<file path="src/design/phlr_pkg.sv">
`timescale 1ns / 1ps

package phlr_pkg;

    // fixed-point format: unsigned, 2 integer bits and FRAC_BITS fraction bits, range below 4.0
    localparam int FRAC_BITS = 16;
    localparam int VW        = FRAC_BITS + 2;

    typedef logic [VW-1:0]   fx_t;
    typedef fx_t [15:0]      fx_tab_t;

    localparam fx_t ONE   = fx_t'(64'd1 << FRAC_BITS);
    localparam fx_t HALF  = fx_t'(64'd1 << (FRAC_BITS - 1));
    localparam fx_t THIRD = fx_t'((64'd1 << FRAC_BITS) / 3);
    localparam fx_t SIXTH = fx_t'((64'd1 << FRAC_BITS) / 6);
    localparam fx_t TWO3  = fx_t'((64'd2 << FRAC_BITS) / 3);

    // x * 2^F / 255 split as x*A + (x*B)/255
    localparam int DIV_A = (1 << FRAC_BITS) / 255;
    localparam int DIV_B = (1 << FRAC_BITS) % 255;

    // hue segment kind for one channel
    typedef enum logic [1:0] {
        SEG_RISE = 2'd0,
        SEG_HIGH = 2'd1,
        SEG_FALL = 2'd2,
        SEG_LOW  = 2'd3
    } seg_t;

    // per-stage load enables for a channel slice
    typedef struct packed {
        logic en4;
        logic en5;
        logic en6;
    } stg_en_t;

    // base palette, {r, g, b}; unused classes are black
    function automatic logic [23:0] pal_rgb(input logic [3:0] cls);
        logic [23:0] c;
        case (cls)
            4'd0:    c = 24'hCCCCCC;
            4'd1:    c = 24'h6A9955;
            4'd2:    c = 24'hAAAAAA;
            4'd3:    c = 24'hFF7411;
            4'd4:    c = 24'h4EC9B0;
            4'd5:    c = 24'hDCDCAA;
            4'd6:    c = 24'hF6CC86;
            4'd7:    c = 24'h569CD6;
            4'd8:    c = 24'hD8A0DF;
            4'd9:    c = 24'hB5CEA8;
            4'd10:   c = 24'hCE9178;
            4'd11:   c = 24'hAAAAAA;
            4'd12:   c = 24'hFF4747;
            default: c = 24'h000000;
        endcase
        return c;
    endfunction

    // shift-subtract division, used only to build constant tables
    function automatic logic [63:0] ldiv(input logic [63:0] n, input logic [63:0] d);
        logic [63:0] q;
        logic [63:0] r;
        q = '0;
        r = '0;
        for (int i = 63; i >= 0; i--) begin
            r = {r[62:0], n[i]};
            if (r >= d) begin
                r    = r - d;
                q[i] = 1'b1;
            end
        end
        return q;
    endfunction

    // hue and saturation of one palette class, {h, s}
    function automatic logic [2*VW-1:0] hs_of(input logic [3:0] cls);
        logic [23:0] c;
        logic [63:0] one, r, g, b, mx, mn, d, l, den, s, h6, h;
        c   = pal_rgb(cls);
        one = 64'd1 << FRAC_BITS;
        r   = ldiv({56'd0, c[23:16]} << FRAC_BITS, 64'd255);
        g   = ldiv({56'd0, c[15:8]} << FRAC_BITS, 64'd255);
        b   = ldiv({56'd0, c[7:0]} << FRAC_BITS, 64'd255);
        mx  = (r > g) ? r : g;
        mn  = (r < g) ? r : g;
        if (b > mx) mx = b;
        if (b < mn) mn = b;
        s = '0;
        h = '0;
        if (mx != mn) begin
            d   = mx - mn;
            l   = (mx + mn) >> 1;
            den = (l > 64'(HALF)) ? (2 * one - mx - mn) : (mx + mn);
            if ((l > 64'(HALF)) && (mx + mn > 2 * one))
                den = '0;
            s = (den != 0) ? ldiv(d * one, den) : 64'd0;
            if (mx == r) begin
                if (g >= b)
                    h6 = ldiv((g - b) * one, d);
                else
                    h6 = 6 * one - ldiv((b - g) * one, d);
            end else if (mx == g) begin
                h6 = (b >= r) ? 2 * one + ldiv((b - r) * one, d)
                              : 2 * one - ldiv((r - b) * one, d);
            end else begin
                h6 = (r >= g) ? 4 * one + ldiv((r - g) * one, d)
                              : 4 * one - ldiv((g - r) * one, d);
            end
            h = ldiv(h6, 64'd6);
        end
        return {fx_t'(h), fx_t'(s)};
    endfunction

    function automatic fx_tab_t build_h();
        fx_tab_t t;
        logic [2*VW-1:0] hs;
        for (int i = 0; i < 16; i++) begin
            hs   = hs_of(4'(i));
            t[i] = hs[2*VW-1:VW];
        end
        return t;
    endfunction

    function automatic fx_tab_t build_s();
        fx_tab_t t;
        logic [2*VW-1:0] hs;
        for (int i = 0; i < 16; i++) begin
            hs   = hs_of(4'(i));
            t[i] = hs[VW-1:0];
        end
        return t;
    endfunction

    localparam fx_tab_t H_TAB = build_h();
    localparam fx_tab_t S_TAB = build_s();

endpackage

</file>
<file path="src/design/phlr_chan.sv">
`timescale 1ns / 1ps

// One output channel: hue segment product, segment select, byte conversion
module phlr_chan
    import phlr_pkg::*;
(
    input  logic       clk,
    input  stg_en_t    en,
    input  fx_t        p,
    input  fx_t        q,
    input  fx_t        qp,
    input  fx_t        t,
    input  fx_t        lum,
    input  logic       grey,
    input  logic       direct,
    input  logic [7:0] raw,
    output logic [7:0] chan
);

    logic [VW+2:0]   t6;
    logic [VW+2:0]   f6;
    fx_t             m;
    seg_t            kind;

    seg_t            kind_reg;
    logic [2*VW-1:0] prod_reg;
    fx_t             p4_reg, q4_reg, lum4_reg;
    logic            grey4_reg, direct4_reg;
    logic [7:0]      raw4_reg;

    fx_t             c_next;
    fx_t             c_reg;
    logic            direct5_reg;
    logic [7:0]      raw5_reg;

    logic [VW+9:0]   c255;
    logic [VW+9:0]   bsh;
    logic [7:0]      byte_next;
    logic [7:0]      chan_reg;

    // segment pick and multiplier operand
    always_comb
    begin
        t6 = {t, 3'b000} - {2'b00, t, 1'b0};
        f6 = {TWO3 - t, 3'b000} - {2'b00, TWO3 - t, 1'b0};
        if (t < SIXTH)
        begin
            kind = SEG_RISE;
            m    = fx_t'(t6);
        end
        else if (t < HALF)
        begin
            kind = SEG_HIGH;
            m    = '0;
        end
        else if (t < TWO3)
        begin
            kind = SEG_FALL;
            m    = fx_t'(f6);
        end
        else
        begin
            kind = SEG_LOW;
            m    = '0;
        end
    end

    // stage 4: product
    always_ff @(posedge clk)
    begin
        if (en.en4)
        begin
            kind_reg    <= kind;
            prod_reg    <= qp * m;
            p4_reg      <= p;
            q4_reg      <= q;
            lum4_reg    <= lum;
            grey4_reg   <= grey;
            direct4_reg <= direct;
            raw4_reg    <= raw;
        end
    end

    // stage 5: channel fraction
    always_comb
    begin
        case (kind_reg)
            SEG_RISE: c_next = p4_reg + fx_t'(prod_reg >> FRAC_BITS);
            SEG_FALL: c_next = p4_reg + fx_t'(prod_reg >> FRAC_BITS);
            SEG_HIGH: c_next = q4_reg;
            SEG_LOW:  c_next = p4_reg;
            default:  c_next = p4_reg;
        endcase
        if (grey4_reg)
            c_next = lum4_reg;
    end

    always_ff @(posedge clk)
    begin
        if (en.en5)
        begin
            c_reg       <= c_next;
            direct5_reg <= direct4_reg;
            raw5_reg    <= raw4_reg;
        end
    end

    // stage 6: back to 8 bits, truncated and saturated, or the raw palette byte when direct
    always_comb
    begin
        c255 = {2'b00, c_reg, 8'd0} - {10'd0, c_reg};
        bsh  = c255 >> FRAC_BITS;
        if (direct5_reg)
            byte_next = raw5_reg;
        else if (bsh > (VW+10)'(255))
            byte_next = 8'hFF;
        else
            byte_next = bsh[7:0];
    end

    always_ff @(posedge clk)
    begin
        if (en.en6)
            chan_reg <= byte_next;
    end

    assign chan = chan_reg;

endmodule

</file>
<file path="src/design/palette_hsl_lightness_recolor_top.sv">
`timescale 1ns / 1ps
// Palette recolor with HSL lightness replacement.
// Each word is registered in every pipeline stage, from palette lookup to byte conversion.
// Throughput: one word per cycle while m_tready is high; each stage holds independently under backpressure.
// Reset (rst_n low, async): pipeline empty, lightness_target = 0 (pass-through).
module palette_hsl_lightness_recolor_top
    import phlr_pkg::*;
(
    input  logic        clk,
    input  logic        rst_n,
    input  logic        cfg_valid,
    output logic        cfg_ready,
    input  logic [7:0]  cfg_data,       // lightness_target
    input  logic        s_tvalid,
    output logic        s_tready,
    input  logic [7:0]  s_tdata,        // [3:0] color_class
    output logic        m_tvalid,
    input  logic        m_tready,
    output logic [23:0] m_tdata         // [7:0] red, [15:8] green, [23:16] blue
);

    logic [7:0]  lt_reg;
    logic [6:1]  v_reg;
    logic [7:1]  en;
    stg_en_t     cen;

    logic [3:0]  cls;
    logic [15:0] lb;
    logic [16:0] lz;
    fx_t         lum;

    fx_t         h1_reg, s1_reg, l1_reg;
    logic        grey1_reg, direct1_reg;
    logic [23:0] rgb1_reg;

    logic [2*VW-1:0] ls2_reg;
    fx_t         s2_reg, l2_reg, tr2_reg, tg2_reg, tb2_reg;
    logic        grey2_reg, direct2_reg;
    logic [23:0] rgb2_reg;
    fx_t         tr_next, tb_next;

    fx_t         ls, q_next, p_next, qp_next;
    logic [VW:0] l2x;
    fx_t         q3_reg, p3_reg, qp3_reg, l3_reg, tr3_reg, tg3_reg, tb3_reg;
    logic        grey3_reg, direct3_reg;
    logic [23:0] rgb3_reg;

    // config register
    assign cfg_ready = 1'b1;

    always_ff @(posedge clk or negedge rst_n)
    begin
        if (!rst_n)
            lt_reg <= '0;
        else if (cfg_valid)
            lt_reg <= cfg_data;
    end

    // stage enables: a stage loads when empty or when its successor moves
    always_comb
    begin
        en[7] = m_tready;
        for (int k = 6; k >= 1; k--)
            en[k] = !v_reg[k] || en[k+1];
    end

    assign s_tready = en[1];
    assign m_tvalid = v_reg[6];
    assign cen      = '{en4: en[4], en5: en[5], en6: en[6]};

    always_ff @(posedge clk or negedge rst_n)
    begin
        if (!rst_n)
            v_reg <= '0;
        else
        begin
            if (en[1]) v_reg[1] <= s_tvalid;
            for (int k = 2; k <= 6; k++)
                if (en[k]) v_reg[k] <= v_reg[k-1];
        end
    end

    // stage 1: palette lookup and target lightness
    assign cls = s_tdata[3:0];
    assign lb  = lt_reg * 8'(DIV_B);
    assign lz  = ({1'b0, lb} + {9'd0, lb[15:8]} + 17'd1) >> 8;
    assign lum = fx_t'(lt_reg * fx_t'(DIV_A)) + fx_t'(lz);

    always_ff @(posedge clk)
    begin
        if (en[1])
        begin
            h1_reg      <= H_TAB[cls];
            s1_reg      <= S_TAB[cls];
            l1_reg      <= lum;
            grey1_reg   <= (S_TAB[cls] == '0);
            direct1_reg <= (lt_reg == 8'd0);
            rgb1_reg    <= pal_rgb(cls);
        end
    end

    // stage 2: L*s and shifted hues
    always_comb
    begin
        tr_next = h1_reg + THIRD;
        if (tr_next > ONE)
            tr_next = tr_next - ONE;
        tb_next = (h1_reg >= THIRD) ? h1_reg - THIRD : h1_reg + ONE - THIRD;
    end

    always_ff @(posedge clk)
    begin
        if (en[2])
        begin
            ls2_reg     <= l1_reg * s1_reg;
            s2_reg      <= s1_reg;
            l2_reg      <= l1_reg;
            tr2_reg     <= tr_next;
            tg2_reg     <= h1_reg;
            tb2_reg     <= tb_next;
            grey2_reg   <= grey1_reg;
            direct2_reg <= direct1_reg;
            rgb2_reg    <= rgb1_reg;
        end
    end

    // stage 3: q, p and q - p
    always_comb
    begin
        ls      = fx_t'(ls2_reg >> FRAC_BITS);
        q_next  = (l2_reg < HALF) ? l2_reg + ls : l2_reg + s2_reg - ls;
        l2x     = {l2_reg, 1'b0};
        p_next  = (l2x >= {1'b0, q_next}) ? fx_t'(l2x - {1'b0, q_next}) : '0;
        qp_next = (q_next >= p_next) ? q_next - p_next : '0;
    end

    always_ff @(posedge clk)
    begin
        if (en[3])
        begin
            q3_reg      <= q_next;
            p3_reg      <= p_next;
            qp3_reg     <= qp_next;
            l3_reg      <= l2_reg;
            tr3_reg     <= tr2_reg;
            tg3_reg     <= tg2_reg;
            tb3_reg     <= tb2_reg;
            grey3_reg   <= grey2_reg;
            direct3_reg <= direct2_reg;
            rgb3_reg    <= rgb2_reg;
        end
    end

    // stages 4 to 6 per channel
    phlr_chan u_red (
        .clk    (clk),
        .en     (cen),
        .p      (p3_reg),
        .q      (q3_reg),
        .qp     (qp3_reg),
        .t      (tr3_reg),
        .lum    (l3_reg),
        .grey   (grey3_reg),
        .direct (direct3_reg),
        .raw    (rgb3_reg[23:16]),
        .chan   (m_tdata[7:0])
    );

    phlr_chan u_green (
        .clk    (clk),
        .en     (cen),
        .p      (p3_reg),
        .q      (q3_reg),
        .qp     (qp3_reg),
        .t      (tg3_reg),
        .lum    (l3_reg),
        .grey   (grey3_reg),
        .direct (direct3_reg),
        .raw    (rgb3_reg[15:8]),
        .chan   (m_tdata[15:8])
    );

    phlr_chan u_blue (
        .clk    (clk),
        .en     (cen),
        .p      (p3_reg),
        .q      (q3_reg),
        .qp     (qp3_reg),
        .t      (tb3_reg),
        .lum    (l3_reg),
        .grey   (grey3_reg),
        .direct (direct3_reg),
        .raw    (rgb3_reg[7:0]),
        .chan   (m_tdata[23:16])
    );

endmodule

</file>
<file path="config.mk">
export PLATFORM = sky130hd
export DESIGN_NAME = palette_hsl_lightness_recolor_top
export DESIGN_NICKNAME = d
export VERILOG_FILES = /design/src/design/phlr_pkg.sv /design/src/design/phlr_chan.sv /design/src/design/palette_hsl_lightness_recolor_top.sv
export SDC_FILE = /design/constraint.sdc
export NUM_CORES = 2
export LEC_CHECK = 0
export BUFFER_PORTS_ARGS = -buffer_cell sky130_fd_sc_hd__buf_2
export CORE_MARGIN = 2
export CORE_UTILIZATION = 40
export DETAILED_ROUTE_END_ITERATION = 10
export PLACE_DENSITY = 0.61
export RECOVER_POWER = 100
export SLEW_MARGIN = 20
export SYNTH_ARGS = -nofsm -noshare
export SYNTH_HDL_FRONTEND = slang
export SYNTH_HIERARCHICAL = 1
export SYNTH_SLANG_ARGS = --single-unit
</file>
<file path="constraint.sdc">
create_clock -name clk -period 18.75 [get_ports clk]
set_input_delay 0.9375 -clock clk [delete_from_list [all_inputs] [get_ports clk]]
set_output_delay 0.9375 -clock clk [all_outputs]
set_load 0.005 [all_outputs]
</file>
# After elaboration in Yosys (flattened, before gate mapping)

Memories as Yosys holds them, arrays and structs flattened. A register that Yosys moved wholly into a read port is not among the register bits.
Cells that the tools add are included.

Bits in registers: 645
Bits in read-only memories: 960
Input bits: 21
Memories: 3

$add $sub $neg: 27
Multiply operators: 5
Magnitude comparators: 18
Equal/unequal tests: 9
Mux-type cells: 32
Reduce and logical (&&, ||, !) cells: 23

Memory list:

| memory          | words | width | read ports | clocked after memory_dff | write ports | RTL line                                | text |
|---|---|---|---|---|---|---|---|
| (no name shown) | 16    | 24    | 1          | 1                        | 0           | phlr_pkg.sv:40                          | `case (cls)` |
| (no name shown) | 16    | 18    | 1          | 0                        | 0           | palette_hsl_lightness_recolor_top.sv:96 | `grey1_reg <= (S_TAB[cls] == '0);` |
| (no name shown) | 16    | 18    | 1          | 1                        | 0           | palette_hsl_lightness_recolor_top.sv:93 | `h1_reg <= H_TAB[cls];` |

Operator list:

| kind                                                            | number |
|---|---|
| 2-to-1 mux 18 bit                                               | 17 |
| case mux 18 bit (3 select lines)                                | 3 |
| subtractor 18 bit                                               | 9 |
| multiplier 18 x 18 -> 34 bit                                    | 4 |
| less-than comparator 18 x 16 -> 1 bit, second input constant    | 7 |
| adder 18 bit                                                    | 5 |
| subtractor 26 x 18 -> 27 bit                                    | 3 |
| less-than comparator 18 x 14 -> 1 bit, second input constant    | 3 |
| subtractor 16 x 17 -> 17 bit, first input constant              | 3 |
| 2-to-1 mux 8 bit                                                | 6 |
| greater-than comparator 12 x 8 -> 1 bit, second input constant  | 3 |
| subtractor 18 x 15 -> 18 bit, second input constant             | 2 |
| >= comparator 19 x 18 -> 1 bit                                  | 1 |
| adder 17 x 1 -> 18 bit                                          | 1 |
| adder 18 x 15 -> 18 bit, second input constant                  | 1 |
| adder 18 x 17 -> 18 bit, second input constant                  | 1 |
| >= comparator 18 x 15 -> 1 bit, second input constant           | 1 |
| >= comparator 18 bit                                            | 1 |
| greater-than comparator 18 x 17 -> 1 bit, second input constant | 1 |
| zero test 18 bit                                                | 1 |
| subtractor 18 x 17 -> 18 bit, second input constant             | 1 |
| multiplier 8 x 9 -> 17 bit, second input constant               | 1 |
| equality test 2 bit, second input constant                      | 6 |
| OR reduction 2 bit                                              | 6 |
| 8 further kinds                                                 | 27 |

# Longest topological paths before layout

Word-level depth: 7
Mapped depth: 40

# By module

The synthesis kept the hierarchy.

By module, submodules not included:

| module                            | instances | cells each | area an instance (um^2) | sequential area each (um^2) |
|---|---|---|---|---|
| palette_hsl_lightness_recolor_top | 1         | 2340       | 26218.9                 | 10950.5 |
| phlr_chan at u_green              | 1         | 1843       | 17425.5                 | 3573.4 |
| phlr_chan at u_blue               | 1         | 1840       | 17320.4                 | 3573.4 |
| phlr_chan at u_red                | 1         | 1808       | 17264.1                 | 3573.4 |

# Worst setup path after synthesis

Ideal clock, no wire load.

Path type: input to register
Start: input m_tready
End: register direct2_reg, enable pin
Arrival time: 11145 ps
Slack: 6482 ps
Stages on the path: 4
Path buffers: 0
Path through: nor2b_1 -> nand3_1 -> nor2_1 -> nand2_1

RTL lines:

| what                 | RTL line                                 | text |
|---|---|---|
| from (decl)          | palette_hsl_lightness_recolor_top.sv:18  | `input logic m_tready,` |
| to (signal assigned) | palette_hsl_lightness_recolor_top.sv:122 | `direct2_reg <= direct1_reg;` |
| to (decl)            | palette_hsl_lightness_recolor_top.sv:38  | `logic grey2_reg, direct2_reg;` |

==> run summary <==
======================================================================================================
Run status                                                                                finished, violations left
Violated checks                                                                           max-capacitance violations, max-slew violations
Chip Height                                                                                     446 um
Netlist area before placement                                                                78200 um2
Ys async rst share                                                                               1.93%
Ranking of synthesized cells by instance count                                            sky130_fd_sc_hd__inv_1, sky130_fd_sc_hd__fa_1, sky130_fd_sc_hd__nand2_1
Clock Tree Buf Depth                                                                                 3
DP Area                                                                                      81300 um2
Slowest stage cell, crit path                                                             sky130_fd_sc_hd__clkbuf_1
Fill cells                                                                                       18500
Area added between synthesis and finish                                                          7.19%
Minimum period implied by the final worst setup slack                                         12.69 ns
Critical path fanouts, max                                                                          43
Number of hold-repair buffers added at the cts stage                                                 0
Count of pins on the block boundary                                                                 48
Rel. slew slack                                                                                  -179%
Horiz. Die Dim                                                                                  446 um
Initial Util                                                                                     40.2%
FMAX                                                                                          78.8 MHz
Die outline area                                                                            199000 um2
Met1 demand-to-capacity share in global routing                                                  29.2%
Total CTS buffers                                                                                   81
Post-route cell area                                                                         83900 um2
Final Hold Vio Count                                                                                 0
Worst Path Arrival                                                                            13.10 ns
Post-DR wirelength/cell                                                                        19.9 um
Post-Synthesis Mean Instance Area                                                             9.99 um2
Footprint of the flip-flops and latches                                                      21700 um2
Number of remaining DRC errors                                                                       0
Number of enable-type register cells in the synthesized netlist                                    710
PostCTS Resize Cnt                                                                                   0
Final Cycle Share                                                                                67.7%
Unrepaired setup endpoints after global routing                                                  false
Routing layer with the top usage in global route                                                  met2
Max-cap check violation count                                                                       19
Endpoints failing setup                                                                              0
Synth top area share                                                                             27.3%
Transition time at the pin with the least slew margin                                          4.18 ns
Pin count of the biggest net entering global routing                                                83
Flop and latch count out of synthesis                                                              724
Worst Setup Path Type                                                                     flop to flop
Post-route ant nets                                                                                  0
Share of layout cells above drive strength 1                                                     4.30%
Global-route congestion overflow total                                                               0
Core Area                                                                                   195000 um2
Via total after detailed routing                                                                 55200
Fin Setup TNS                                                                                     0 ns
Initial DRT Pass Iterations                                                                          6
Global-route met2 utilization                                                                    34.1%
Largest stage delay on the critical path                                                       1.56 ns
Cell seen most often among critical-path stages                                           sky130_fd_sc_hd__fa_1
Category of the worst setup path launch point                                                     flop
Antenna violations before repair                                                                     6
Layout Skew                                                                                  0.0600 ns
Final-report max-slew violation count                                                              872
First-pass GRT wire length                                                                   327000 um
Sinks on Clock Net                                                                                 724
Most instantiated library cell after synthesis                                            sky130_fd_sc_hd__inv_1
Final weighted congestion of routability-driven global placement                                 0.921
Area of the multi-input gates                                                                50000 um2
Number of I/O port buffers                                                                          42
Met3 global-route usage                                                                          2.51%
Number of H-tree branching levels                                                                    3
Part of the Yosys area used for sequential elements                                              27.7%
Worst path required time                                                                      19.15 ns
CTS tree                                                                                          done
Number of vias per cell after detailed routing                                                    5.31
Total wire length after detailed routing                                                     207000 um
Critical path capture point type                                                                  flop
Clock insertion delay at the later pin of the skew report                                      0.71 ns
Number of standard cells after synthesis                                                          7831
Std-Cell Rows                                                                                      162
Number of DRC markers after the initial detailed-route iteration                                  4585
Total GRT Usage                                                                                  21.1%
Worst min path class                                                                      flop to flop
Ranking of synthesized cells by area                                                      sky130_fd_sc_hd__edfxtp_1, sky130_fd_sc_hd__fa_1, sky130_fd_sc_hd__ha_1
Post-detail-place hpwl                                                                       156000 um
# nets final                                                                                      9465
Post-synthesis cell type with the largest combined area                                   sky130_fd_sc_hd__edfxtp_1
Root buf cell                                                                             sky130_fd_sc_hd__clkbuf_16
Clock transition at the register clock pins on the worst setup and hold paths after CTS        0.07 ns
# Post-CTS Setup Buffers                                                                             0
Synth Warn #                                                                                         6
Leading register cell type out of synthesis                                               sky130_fd_sc_hd__edfxtp_1
Library cells used by synthesis                                                                    121
Number of global-route vias before repair                                                        57100
======================================================================================================
## layer usage
layer | routed length [um] | share of wire, % | vias to the layer above
met1 | 92000 | 44 | 27900
met5 | 30 | 0.014 | -
li1 | - | - | 25500
met4 | 8110 | 3.9 | 4
met3 | 11500 | 5.5 | 305
met2 | 95800 | 46 | 1602
## cells by family after synthesis
| kind of cell | Yosys count | synth area share [%] |
|---|---|---|
| other | 2 | 0.00960 |
| AOI/OAI and AO/OA | 1112 | 9.41 |
| DFF | 724 | 27.7 |
| muxes | 102 | 1.38 |
| adders and majority gates | 1657 | 35.7 |
| xor gates and xnor gates | 334 | 3.80 |
| buffers and inverters | 1739 | 8.48 |
| and+or+nand+nor | 2161 | 13.5 |
## final cells by class
class | count | area share [%]
repair buffers | 119 | 0.849
inverters | 1484 | 6.64
clock inverters | 54 | 0.745
flip-flops and latches | 724 | 25.8
clock buffers | 93 | 2.51
well taps | 2542 | 3.79
diodes | 7 | 0.0209
multi-input cells | 5378 | 59.6
## worst max-delay path: cells and delay by family, from the launching register on
| kind | cells | cell delay [ns] |
|---|---|---|
| flops | 1 | 0.32 |
| mux | 1 | 1.23 |
| fa+ha+maj | 9 | 4.17 |
| simple gates | 3 | 0.52 |
| xor+xnor | 2 | 0.25 |
| buf+inv | 6 | 2.14 |
| compound gates | 15 | 3.78 |
## layout by cell type, fill, tap and decap left out, types with 51 or more instances in the layout
| master | instances |
|---|---|
| sky130_fd_sc_hd__xnor2_1 | 241 |
| sky130_fd_sc_hd__and3_1 | 67 |
| sky130_fd_sc_hd__o21ai_0 | 224 |
| sky130_fd_sc_hd__nor3_1 | 115 |
| sky130_fd_sc_hd__xor2_1 | 88 |
| sky130_fd_sc_hd__nor2_1 | 310 |
| sky130_fd_sc_hd__a21oi_1 | 294 |
| sky130_fd_sc_hd__nand2b_1 | 71 |
| sky130_fd_sc_hd__nor2b_1 | 93 |
| sky130_fd_sc_hd__nand3_1 | 108 |
| sky130_fd_sc_hd__edfxtp_1 | 710 |
| sky130_fd_sc_hd__o21a_1 | 80 |
| sky130_fd_sc_hd__inv_1 | 1473 |
| sky130_fd_sc_hd__mux2i_1 | 66 |
| sky130_fd_sc_hd__nand2_1 | 817 |
| sky130_fd_sc_hd__a21o_1 | 102 |
| sky130_fd_sc_hd__a211oi_1 | 51 |
| sky130_fd_sc_hd__clkbuf_16 | 81 |
| sky130_fd_sc_hd__and2_1 | 352 |
| sky130_fd_sc_hd__buf_4 | 61 |
| sky130_fd_sc_hd__ha_1 | 699 |
| sky130_fd_sc_hd__fa_1 | 957 |
## worst paths after layout
check | from | end | slack (ns) | depth (start not counted)
worst max-delay path | tr3_reg[0] | u_blue/prod_reg[33] | 6.06 | 36
worst min-delay path | tb2_reg[16] | tb3_reg[16] | 0.37 | 0
worst max register to register | tr3_reg[0] | u_blue/prod_reg[33] | 6.06 | 36
worst min register to register | tb2_reg[16] | tb3_reg[16] | 0.37 | 0
max in group asynchronous | rst_n | lt_reg[2] | 17.58 | 1
min in group asynchronous | rst_n | v_reg[6] | 0.43 | 1
## through the flow
step	utilization [%]	std cells	setup WS (ns)	hold slack (ns)
after global placement	41.8	10200	8.22	0.401
after floorplan	-	7841	6.48	0.400
after global routing	43.1	10400	5.27	0.382
after CTS	43.2	10400	8.04	0.141
after detailed placement	41.8	10200	8.06	0.405
final	43.1	10400	6.06	0.371
Power is not shown: default switching activity piles up to over one toggle a cycle in this logic, so the estimate is an artifact.
